### src/pixel_format_convert_blend_top_defines.svh
// Assertion macros shared by the pixel format converter RTL.
// Define NO_ASSERTIONS to compile every check away.
`ifndef PIXEL_FORMAT_CONVERT_BLEND_TOP_DEFINES_SVH
`define PIXEL_FORMAT_CONVERT_BLEND_TOP_DEFINES_SVH

`ifndef NO_ASSERTIONS

// Whenever the antecedent holds, the consequent holds in the same cycle.
`define PFCB_ASSERT_IMPL(name, clk, rst_n, ante, cons) \
	name: assert property (@(posedge clk) disable iff (!rst_n) (ante) |-> (cons)) \
		else $error("Implication check failed");

// Whenever the antecedent holds, the consequent holds a fixed number of cycles later.
`define PFCB_ASSERT_LAT(name, clk, rst_n, ante, n, cons) \
	name: assert property (@(posedge clk) disable iff (!rst_n) (ante) |-> ##n (cons)) \
		else $error("Latency check failed");

`else

`define PFCB_ASSERT_IMPL(name, clk, rst_n, ante, cons)
`define PFCB_ASSERT_LAT(name, clk, rst_n, ante, n, cons)

`endif

`endif

### src/pfcb_pkg.sv
`default_nettype none

package pfcb_pkg;

	// Channel and arithmetic widths.
	localparam int CH_W  = 8;
	localparam int SUM_W = 10;
	localparam int NUM_W = 18;
	localparam int DEN_W = 10;
	localparam int NUM_LANES = 3;

	// One quotient bit is resolved per divider stage.
	localparam int DIV_STAGES = 8;

	// Constants of the transforms and the packers.
	localparam logic [DEN_W-1:0] BRIGHT_DIV    = 10'd765;
	localparam logic [SUM_W-1:0] AVG_RECIP     = 10'd683;
	localparam int               AVG_SHIFT     = 11;
	localparam logic [CH_W-1:0]  NIB_THRESH    = 8'h60;
	localparam logic [CH_W-1:0]  INTENS_THRESH = 8'h80;
	localparam logic [CH_W-1:0]  SPACE_CHAR    = 8'h20;

	// Configuration register indexes.
	typedef enum logic [1:0] {
		CFG_SOURCE_FORMAT   = 2'd0,
		CFG_TARGET_FORMAT   = 2'd1,
		CFG_TRANSFORM_MODE  = 2'd2,
		CFG_TRANSFORM_COLOR = 2'd3
	} cfg_index_t;

	// Byte orders, used for both source and target.
	typedef enum logic [2:0] {
		SF_RGBA = 3'd0,
		SF_RBGA = 3'd1,
		SF_BRGA = 3'd2,
		SF_BGRA = 3'd3,
		SF_GBRA = 3'd4,
		SF_GRBA = 3'd5
	} src_fmt_t;

	// Target formats; the all-ones code is invalid.
	typedef enum logic [3:0] {
		TF_RGBA     = 4'd0,
		TF_RBGA     = 4'd1,
		TF_BRGA     = 4'd2,
		TF_BGRA     = 4'd3,
		TF_GBRA     = 4'd4,
		TF_GRBA     = 4'd5,
		TF_MONO8    = 4'd6,
		TF_MONO16   = 4'd7,
		TF_MONO32   = 4'd8,
		TF_MONO64   = 4'd9,
		TF_VGA_CHAR = 4'd10,
		TF_ASCII    = 4'd11,
		TF_R1G1B1I1 = 4'd12,
		TF_R3G3B2   = 4'd13,
		TF_VGA_ATTR = 4'd14
	} tgt_fmt_t;

	// Transform modes; the unused code behaves as no transform.
	typedef enum logic [1:0] {
		TM_NONE   = 2'd0,
		TM_TINT   = 2'd1,
		TM_BRIGHT = 2'd2
	} xform_mode_t;

	// Result status codes.
	typedef enum logic [1:0] {
		ST_OK      = 2'd0,
		ST_BAD_SRC = 2'd1,
		ST_BAD_TGT = 2'd2
	} status_t;

	// Control that travels alongside each pixel through the pipeline.
	typedef struct packed {
		logic            valid;
		logic            src_bad;
		logic [CH_W-1:0] alpha;
	} pipe_ctrl_t;

	// Byte position of channel ch (0 red, 1 green, 2 blue) for a byte order.
	function automatic logic [1:0] order_pos(input logic [2:0] fmt, input int ch);
		logic [5:0] pos_set;
		begin
			// Positions packed as {blue, green, red}.
			case (fmt)
				SF_RGBA: pos_set = {2'd2, 2'd1, 2'd0};
				SF_RBGA: pos_set = {2'd1, 2'd2, 2'd0};
				SF_BRGA: pos_set = {2'd0, 2'd2, 2'd1};
				SF_BGRA: pos_set = {2'd0, 2'd1, 2'd2};
				SF_GBRA: pos_set = {2'd1, 2'd0, 2'd2};
				SF_GRBA: pos_set = {2'd2, 2'd0, 2'd1};
				default: pos_set = '0;
			endcase
			return pos_set[2*ch +: 2];
		end
	endfunction

endpackage

`default_nettype wire

### src/pixel_format_convert_blend_top.sv
// Channel    | Signals                                    | Direction | Handshake
// -----------+--------------------------------------------+-----------+-------------------------
// pixel      | start, busy, pixel_in                      | in        | start while busy is low
// result     | done, pixel_out, out_bytes, write_enable,  | out       | done strobe, one cycle
//            | status                                     |           |
// config     | cfg_valid, cfg_ready, cfg_index, cfg_data  | in        | valid and ready
//
// One pixel request is taken every clock; busy never rises.
// Each request passes in order through unpack, numerator, eight
// restoring-divider stages (one quotient bit each), channel sum, and pack.
// Reset clears the configuration registers and the stage valid bits.
// The receiver cannot stall, so the pipeline advances on every clock.
`default_nettype none

`include "pixel_format_convert_blend_top_defines.svh"

module pixel_format_convert_blend_top (
	input  wire logic                 clk,
	input  wire logic                 arst_n,
	input  wire logic                 start,
	output logic                      busy,
	input  wire logic [31:0]          pixel_in,
	output logic                      done,
	output logic [63:0]               pixel_out,
	output logic [3:0]                out_bytes,
	output logic                      write_enable,
	output logic [1:0]                status,
	input  wire logic                 cfg_valid,
	output logic                      cfg_ready,
	input  wire pfcb_pkg::cfg_index_t cfg_index,
	input  wire logic [31:0]          cfg_data
);

	import pfcb_pkg::*;

	// Cycles from an accepted request to its done strobe.
	localparam int PIPE_DEPTH = DIV_STAGES + 4;

	// Configuration registers.
	logic [2:0]  source_format_q;
	logic [3:0]  target_format_q;
	logic [1:0]  transform_mode_q;
	logic [31:0] transform_color_q;

	// Stage 1: unpacked channels and their sum.
	pipe_ctrl_t      ctrl_s1;
	logic [CH_W-1:0] chan_s1 [NUM_LANES];
	logic [SUM_W-1:0] sum_s1;

	// Divider pipeline; index 0 is loaded by stage 2.
	pipe_ctrl_t       div_ctrl_s [DIV_STAGES+1];
	logic [NUM_W-1:0] div_rem_s  [DIV_STAGES+1][NUM_LANES];
	logic [CH_W-1:0]  div_quo_s  [DIV_STAGES+1][NUM_LANES];
	logic [DEN_W-1:0] div_den_s  [DIV_STAGES+1];

	// Stage after the divider: transformed channels and their sum.
	pipe_ctrl_t       ctrl_s11;
	logic [CH_W-1:0]  chan_s11 [NUM_LANES];
	logic [SUM_W-1:0] sum_s11;

	// Output registers.
	logic        done_q;
	logic [63:0] pixel_out_q;
	logic [3:0]  out_bytes_q;
	logic        write_enable_q;
	logic [1:0]  status_q;

	logic accept;

	assign busy      = 1'b0;
	assign cfg_ready = 1'b1;
	assign accept    = start && !busy;

	// Configuration writes.
	always_ff @(posedge clk or negedge arst_n) begin
		if (!arst_n) begin
			source_format_q   <= '0;
			target_format_q   <= '0;
			transform_mode_q  <= '0;
			transform_color_q <= '0;
		end else if (cfg_valid && cfg_ready) begin
			case (cfg_index)
				CFG_SOURCE_FORMAT:   source_format_q   <= cfg_data[2:0];
				CFG_TARGET_FORMAT:   target_format_q   <= cfg_data[3:0];
				CFG_TRANSFORM_MODE:  transform_mode_q  <= cfg_data[1:0];
				CFG_TRANSFORM_COLOR: transform_color_q <= cfg_data;
				default: ;
			endcase
		end
	end

	// Stage 1: pick R, G and B out of the source byte order.
	logic [CH_W-1:0] unp_chan [NUM_LANES];
	logic            unp_bad;

	always_comb begin
		unp_bad = !(source_format_q inside {[SF_RGBA:SF_GRBA]});
		for (int l = 0; l < NUM_LANES; l++) begin
			unp_chan[l] = pixel_in[8*order_pos(source_format_q, l) +: 8];
		end
	end

	always_ff @(posedge clk or negedge arst_n) begin
		if (!arst_n) begin
			ctrl_s1 <= '0;
		end else begin
			ctrl_s1.valid   <= accept;
			ctrl_s1.src_bad <= unp_bad;
			ctrl_s1.alpha   <= pixel_in[31:24];
		end
	end

	always_ff @(posedge clk) begin
		for (int l = 0; l < NUM_LANES; l++) begin
			chan_s1[l] <= unp_chan[l];
		end
		sum_s1 <= SUM_W'(unp_chan[0]) + SUM_W'(unp_chan[1]) + SUM_W'(unp_chan[2]);
	end

	// Stage 2: form numerator and denominator of each channel's quotient.
	// No transform divides the channel by one.
	logic [CH_W-1:0]  tint_alpha;
	logic [CH_W-1:0]  col_chan [NUM_LANES];
	logic [NUM_W-1:0] num_nx [NUM_LANES];
	logic [DEN_W-1:0] den_nx;

	always_comb begin
		tint_alpha = transform_color_q[31:24];
		for (int l = 0; l < NUM_LANES; l++) begin
			col_chan[l] = transform_color_q[8*l +: 8];
		end
		den_nx = DEN_W'(1);
		for (int l = 0; l < NUM_LANES; l++) begin
			num_nx[l] = NUM_W'(chan_s1[l]);
		end
		if (transform_mode_q == TM_TINT) begin
			if (ctrl_s1.alpha != '0 && tint_alpha != '0) begin
				den_nx = DEN_W'(tint_alpha) + DEN_W'(ctrl_s1.alpha);
				for (int l = 0; l < NUM_LANES; l++) begin
					num_nx[l] = NUM_W'(tint_alpha) * NUM_W'(col_chan[l])
						+ NUM_W'(ctrl_s1.alpha) * NUM_W'(chan_s1[l]);
				end
			end
		end else if (transform_mode_q == TM_BRIGHT) begin
			den_nx = BRIGHT_DIV;
			for (int l = 0; l < NUM_LANES; l++) begin
				num_nx[l] = NUM_W'(col_chan[l]) * NUM_W'(sum_s1);
			end
		end
	end

	always_ff @(posedge clk or negedge arst_n) begin
		if (!arst_n) begin
			div_ctrl_s[0] <= '0;
		end else begin
			div_ctrl_s[0] <= ctrl_s1;
		end
	end

	always_ff @(posedge clk) begin
		div_den_s[0] <= den_nx;
		for (int l = 0; l < NUM_LANES; l++) begin
			div_rem_s[0][l] <= num_nx[l];
			div_quo_s[0][l] <= '0;
		end
	end

	// Restoring divider: each stage tries the denominator at one bit weight.
	// Every numerator stays below 256 times its denominator, so eight bits suffice.
	for (genvar k = 0; k < DIV_STAGES; k++) begin : g_div
		localparam int SH = DIV_STAGES - 1 - k;

		logic [NUM_W:0]   den_sh;
		logic [NUM_W:0]   diff [NUM_LANES];
		logic             fits [NUM_LANES];

		always_comb begin
			den_sh = (NUM_W+1)'(div_den_s[k]) << SH;
			for (int l = 0; l < NUM_LANES; l++) begin
				diff[l] = {1'b0, div_rem_s[k][l]} - den_sh;
				fits[l] = !diff[l][NUM_W];
			end
		end

		always_ff @(posedge clk or negedge arst_n) begin
			if (!arst_n) begin
				div_ctrl_s[k+1] <= '0;
			end else begin
				div_ctrl_s[k+1] <= div_ctrl_s[k];
			end
		end

		always_ff @(posedge clk) begin
			div_den_s[k+1] <= div_den_s[k];
			for (int l = 0; l < NUM_LANES; l++) begin
				div_rem_s[k+1][l] <= fits[l] ? diff[l][NUM_W-1:0] : div_rem_s[k][l];
				div_quo_s[k+1][l] <= {div_quo_s[k][l][CH_W-2:0], fits[l]};
			end
		end
	end

	// Stage after the divider: quotients are the new channels; sum them.
	always_ff @(posedge clk or negedge arst_n) begin
		if (!arst_n) begin
			ctrl_s11 <= '0;
		end else begin
			ctrl_s11 <= div_ctrl_s[DIV_STAGES];
		end
	end

	always_ff @(posedge clk) begin
		for (int l = 0; l < NUM_LANES; l++) begin
			chan_s11[l] <= div_quo_s[DIV_STAGES][l];
		end
		sum_s11 <= SUM_W'(div_quo_s[DIV_STAGES][0]) + SUM_W'(div_quo_s[DIV_STAGES][1])
			+ SUM_W'(div_quo_s[DIV_STAGES][2]);
	end

	// Pack stage: average by reciprocal multiply, then build the target word.
	logic [2*SUM_W-1:0] avg_prod;
	logic [CH_W-1:0]    avg;
	logic [3:0]         nib;
	logic [63:0]        word_nx;
	logic [3:0]         nbytes_nx;
	logic [1:0]         status_nx;

	always_comb begin
		avg_prod = sum_s11 * AVG_RECIP;
		avg      = avg_prod[AVG_SHIFT +: CH_W];
		nib      = {avg >= INTENS_THRESH, chan_s11[2] >= NIB_THRESH,
			chan_s11[1] >= NIB_THRESH, chan_s11[0] >= NIB_THRESH};
		word_nx   = '0;
		nbytes_nx = 4'd1;
		status_nx = ST_OK;
		if (ctrl_s11.src_bad) begin
			status_nx = ST_BAD_SRC;
		end else begin
			case (target_format_q)
				TF_RGBA, TF_RBGA, TF_BRGA, TF_BGRA, TF_GBRA, TF_GRBA: begin
					word_nx[31:24] = ctrl_s11.alpha;
					for (int l = 0; l < NUM_LANES; l++) begin
						word_nx[8*order_pos(target_format_q[2:0], l) +: 8] = chan_s11[l];
					end
					nbytes_nx = 4'd4;
				end
				TF_MONO8: word_nx[7:0] = avg;
				TF_MONO16: begin
					word_nx[15:8] = avg;
					nbytes_nx     = 4'd2;
				end
				TF_MONO32: begin
					word_nx[31:24] = avg;
					nbytes_nx      = 4'd4;
				end
				TF_MONO64: begin
					word_nx[63:56] = avg;
					nbytes_nx      = 4'd8;
				end
				TF_VGA_CHAR, TF_ASCII: word_nx[7:0] = SPACE_CHAR;
				TF_R1G1B1I1: word_nx[3:0] = nib;
				TF_R3G3B2: word_nx[7:0] = {chan_s11[2][7:6], chan_s11[1][7:5],
					chan_s11[0][7:5]};
				TF_VGA_ATTR: word_nx[7:4] = nib;
				default: status_nx = ST_BAD_TGT;
			endcase
		end
	end

	always_ff @(posedge clk or negedge arst_n) begin
		if (!arst_n) begin
			done_q <= 1'b0;
		end else begin
			done_q <= ctrl_s11.valid;
		end
	end

	always_ff @(posedge clk) begin
		pixel_out_q    <= word_nx;
		out_bytes_q    <= nbytes_nx;
		status_q       <= status_nx;
		write_enable_q <= (status_nx == ST_OK) && (ctrl_s11.alpha != '0);
	end

	assign done         = done_q;
	assign pixel_out    = pixel_out_q;
	assign out_bytes    = out_bytes_q;
	assign write_enable = write_enable_q;
	assign status       = status_q;

	// Every request yields its result after the fixed pipeline depth.
	`PFCB_ASSERT_LAT(a_latency, clk, arst_n, accept, PIPE_DEPTH, done)
	// Byte counts are one of the four packed widths.
	`PFCB_ASSERT_IMPL(a_nbytes, clk, arst_n, done,
		out_bytes == 4'd1 || out_bytes == 4'd2 || out_bytes == 4'd4 || out_bytes == 4'd8)
	// An error result carries an empty one-byte word and no write.
	`PFCB_ASSERT_IMPL(a_err_word, clk, arst_n, done && status != ST_OK,
		pixel_out == '0 && out_bytes == 4'd1 && !write_enable)
	// The divider never leaves a lane-0 remainder as large as its denominator.
	`PFCB_ASSERT_IMPL(a_div_rem, clk, arst_n, div_ctrl_s[DIV_STAGES].valid,
		div_rem_s[DIV_STAGES][0] < NUM_W'(div_den_s[DIV_STAGES]))

endmodule

`default_nettype wire
### config.mk
export PLATFORM = sky130hd
export DESIGN_NAME = pixel_format_convert_blend_top
export DESIGN_NICKNAME = d
export VERILOG_FILES = /design/src/pfcb_pkg.sv /design/src/pixel_format_convert_blend_top.sv
export VERILOG_INCLUDE_DIRS = /design/src /design/src/src
export SDC_FILE = /design/constraint.sdc
export NUM_CORES = 2
export LEC_CHECK = 0
export BUFFER_PORTS_ARGS = -buffer_cell sky130_fd_sc_hd__buf_2
export CAP_MARGIN = 5
export CORE_UTILIZATION = 65
export CTS_CLUSTER_DIAMETER = 120
export CTS_CLUSTER_SIZE = 40
export DETAILED_ROUTE_END_ITERATION = 10
export PLACE_DENSITY = 0.82
export SYNTH_ARGS = -nofsm -noshare
export SYNTH_HDL_FRONTEND = slang
export SYNTH_SLANG_ARGS = --single-unit
### constraint.sdc
create_clock -name clk -period 13.5 [get_ports clk]
set_input_delay 2.025 -clock clk [delete_from_list [all_inputs] [get_ports clk]]
set_output_delay 2.025 -clock clk [all_outputs]
set_load 0.03 [all_outputs]
==> results.md <==
- Outcome: finished clean
- Share of flip-flops with an asynchronous set or reset after synthesis: 16.68%
- Startpoint-to-endpoint class of the critical path: register to register
- Required time of the critical path: 14.02 ns
- Overall die height: 304.8 um
- Number of DRC violations after detailed-routing iteration 0: 3150
- Fmax: 153.1 MHz
- Tot GR Track Use: 30.56%
- Share of cell area taken by muxes after synthesis: 2.484%
- Most frequent cells in the layout: 796 x inv_1, 759 x dfxtp_1, 640 x ha_1, 496 x fa_1, 477 x nand2_1
- Most common cell after layout, fill and taps aside: inv_1
- Synthesized instance count: 6204
- Main combinational cell family by area after synthesis: adder cells
- Crit-path leading delay family: adder cells
- Total number of yosys warnings: 0
- Number of setup violations in the final report: 0
- Post-synthesis sequential element count: 911
- Longest Clk Path Bufs: 3
- Critical Path Fanout Max: 27
- Critical path startpoint category: register
- Data arrival at the endpoint of the critical path: 7.06 ns
- Total Routed Length: 140500 um
- Number of buffers inserted to repair setup after CTS: 0
- Std-Cell Core Area: 0.09042 mm^2
- Post-Synth Simple-Gate Area: 13.99%
- Weighted congestion reported at the end of routability-driven placement: 0.9431
- Number of resized instances in the post-cts repair step: 0
- Multi-input combinational cell area: 0.03685 mm^2
- TritonCTS buffer count: 29
- Detailed-placement wirelength estimate: 108900 um
- Clock Skews: 0.06816 ns
- Top flip-flop cell by instance count after synthesis: dfxtp_1
- Kind of path behind the tightest hold check: register to register
- Number of antenna repair diodes: 0
- Number of cell rows: 110
- Final antenna-violating net count: 0
- Overflow after GRT: 0
- Initial Util: 65.90%
- XOR/XNOR Fraction of Synth Area: 4.086%
- Root Buffer: clkbuf_16
- Post-layout net count: 7432
- Synthesis-to-layout area growth: 4.477%
- Number of sinks driven by the clock tree: 911
- Ratio of cells with drive above 1 in the final layout: 5.836%
- Die width: 304.8 um
- Total negative slack: 0 ns
- I/O pin total: 144
- Number of vias in the routed layout: 43280
- Slowest stage cell on the critical path: dfrtp_1
- Endpoints failing hold: 0
- Area of the mapped netlist: 0.05959 mm^2
- Share of the synthesized area in compound gates (AO/OA/AOI/OAI): 11.03%
- Post-synthesis area per instance: 9.605 um^2
- Count of pins over their slew limit: 0
- Fill cell count: 6737
- Dominant cells by area after synthesis: dfxtp_1 25%, fa_1 17%, ha_1 13%, dfrtp_1 6.4%, inv_1 5.0%
- EDFF count, synth: 0
- Number of port buffers: 141
- Number of global-route vias before repair: 44280
- Worst-skew pair later-pin latency: 0.70 ns
- Unrepaired setup endpoints after global routing: false
- First-pass GRT wire length: 227700 um
- Worst Setup End Kind: register
- Remaining routing DRC violations: 0
- Sequential area share after synthesis: 31.88%
- Netlist cell types: 97
- Number of buffer and inverter stages on the critical path: 3
- Antenna violations before repair: 4
- Router iterations before antenna repair: 7
- Max-cap viol count: 0
- Maximum single-stage delay on the critical path: 1.06 ns
- Area share of the largest cell type after synthesis: 25.50%
- Cell taking the most area after synthesis: dfxtp_1
- Per-cell via count in the routed design: 5.838
- # hold bufs at CTS: 0
- TritonCTS clock tree: built
- Min Clock Period, post-route: 6.533 ns
- Sequential cell area in the final layout: 0.01900 mm^2
- Tcrit/Tclk final: 48.39%
- Adder-Cell Fraction of Synth Area: 30.10%
- Largest net degree at the start of global routing: 87
- Worst slew margin: 22.38%
- Die ar.: 0.09289 mm^2
- Cell chain of the critical path: nand2_1 > fa_1 > fa_1 > inv_1 > fa_1 > fa_1 > fa_1 > inv_1 > fa_1 > inv_1 > ha_1 > a21oi_1 > o21ai_0 > nor3_1 > a21oi_1 > a31o_2 > a21oi_1 > xnor2_1 > o22ai_1
- Most common cell on crit path: fa_1
- H-tree levels: 1
- Routed wirelength normalized by instance count: 18.95 um
- Clock input transition at the sequential cells of the worst setup and hold paths: 0.14 ns
- Slew @ Worst Pin: 1.164 ns
-- Yosys cell counts, drive strengths merged (25+ instances only) --
cell type  count
a21o          69
a31oi         28
nor3          88
xnor2        145
a22oi         25
mux2i         38
inv          797
mux2          96
dfxtp        759
fa           496
nand3         36
a211oi        47
nand2b        79
dfrtp        152
nor2b         89
nor2         389
xor2         133
o22ai         61
o21a          71
a21oi        348
nand2        477
nor4          33
clkbuf       190
o21ai        248
ha           640
and2         380
-- layer usage --
layer / GRT usage (%) / share of wire (%)
met3: 4.068 / 7.0
met2: 52.13 / 48
met1: 38.37 / 40
met4: 14.69 / 5.3
met5: 0 / 0.039
-- sequential cells by signal (all words and copies together), names as in the netlist, 24 cells and up --
register           cells
pixel_out             64
div_quo_s            108
transform_color_q     32
chan_s1               24
chan_s11              24
div_rem_s            432
div_den_s             80
div_ctrl_s            90
-- through the flow --
step	hold WS, ns	utilization (%)	setup WS (ns)	cell area (um^2)	instances
after detailed placement	0.3121	67.82	7.114	61330	7369
after floorplan	0.3096	-	7.810	59650	6220
final	0.3310	68.85	6.967	62260	7413
after global placement	0.3115	67.82	7.250	61330	7369
after CTS	0.3332	68.83	7.013	62240	7411
after global routing	0.3356	68.85	6.645	62260	7413
-- cell type report --
class                           instances  share of cell area (%)
Sequential cell                       911                   30.52
Tap cell                             1176                   2.363
Clock buffer                           36                   1.208
Timing Repair Buffer                  184                   1.662
Multi-Input combinational cell       4302                   59.19
Inverter                              798                   4.811
Clock inverter                          6                  0.2512
-- kinds of logic after synthesis --
kind of cell | Yosys count
buffers and inverters | 1007
xor gates and xnor gates | 278
muxes | 134
DFF | 911
adders and majority gates | 1136
and+or+nand+nor | 1680
other | 2
AOI/OAI and AO/OA | 1056
-- worst paths after layout --
kind | start | endpoint | slack, ns | cells after the start
worst max-delay path | ctrl_s1[0]$_DFF_PN0_ | div_rem_s[0][34]$_DFF_P_ | 6.97 | 19
worst min-delay path | div_rem_s[3][18]$_DFF_P_ | div_rem_s[4][18]$_DFF_P_ | 0.33 | 0
worst max register to register | ctrl_s1[0]$_DFF_PN0_ | div_rem_s[0][34]$_DFF_P_ | 6.97 | 19
worst min register to register | div_rem_s[3][18]$_DFF_P_ | div_rem_s[4][18]$_DFF_P_ | 0.33 | 0
max in group asynchronous | arst_n | div_ctrl_s[8]$_DFF_PN0_ | 10.64 | 2
min in group asynchronous | arst_n | transform_color_q[29]$_DFFE_PN0P_ | 1.30 | 1
Power is not shown: default switching activity piles up to over one toggle a cycle in this logic, so the estimate is an artifact.
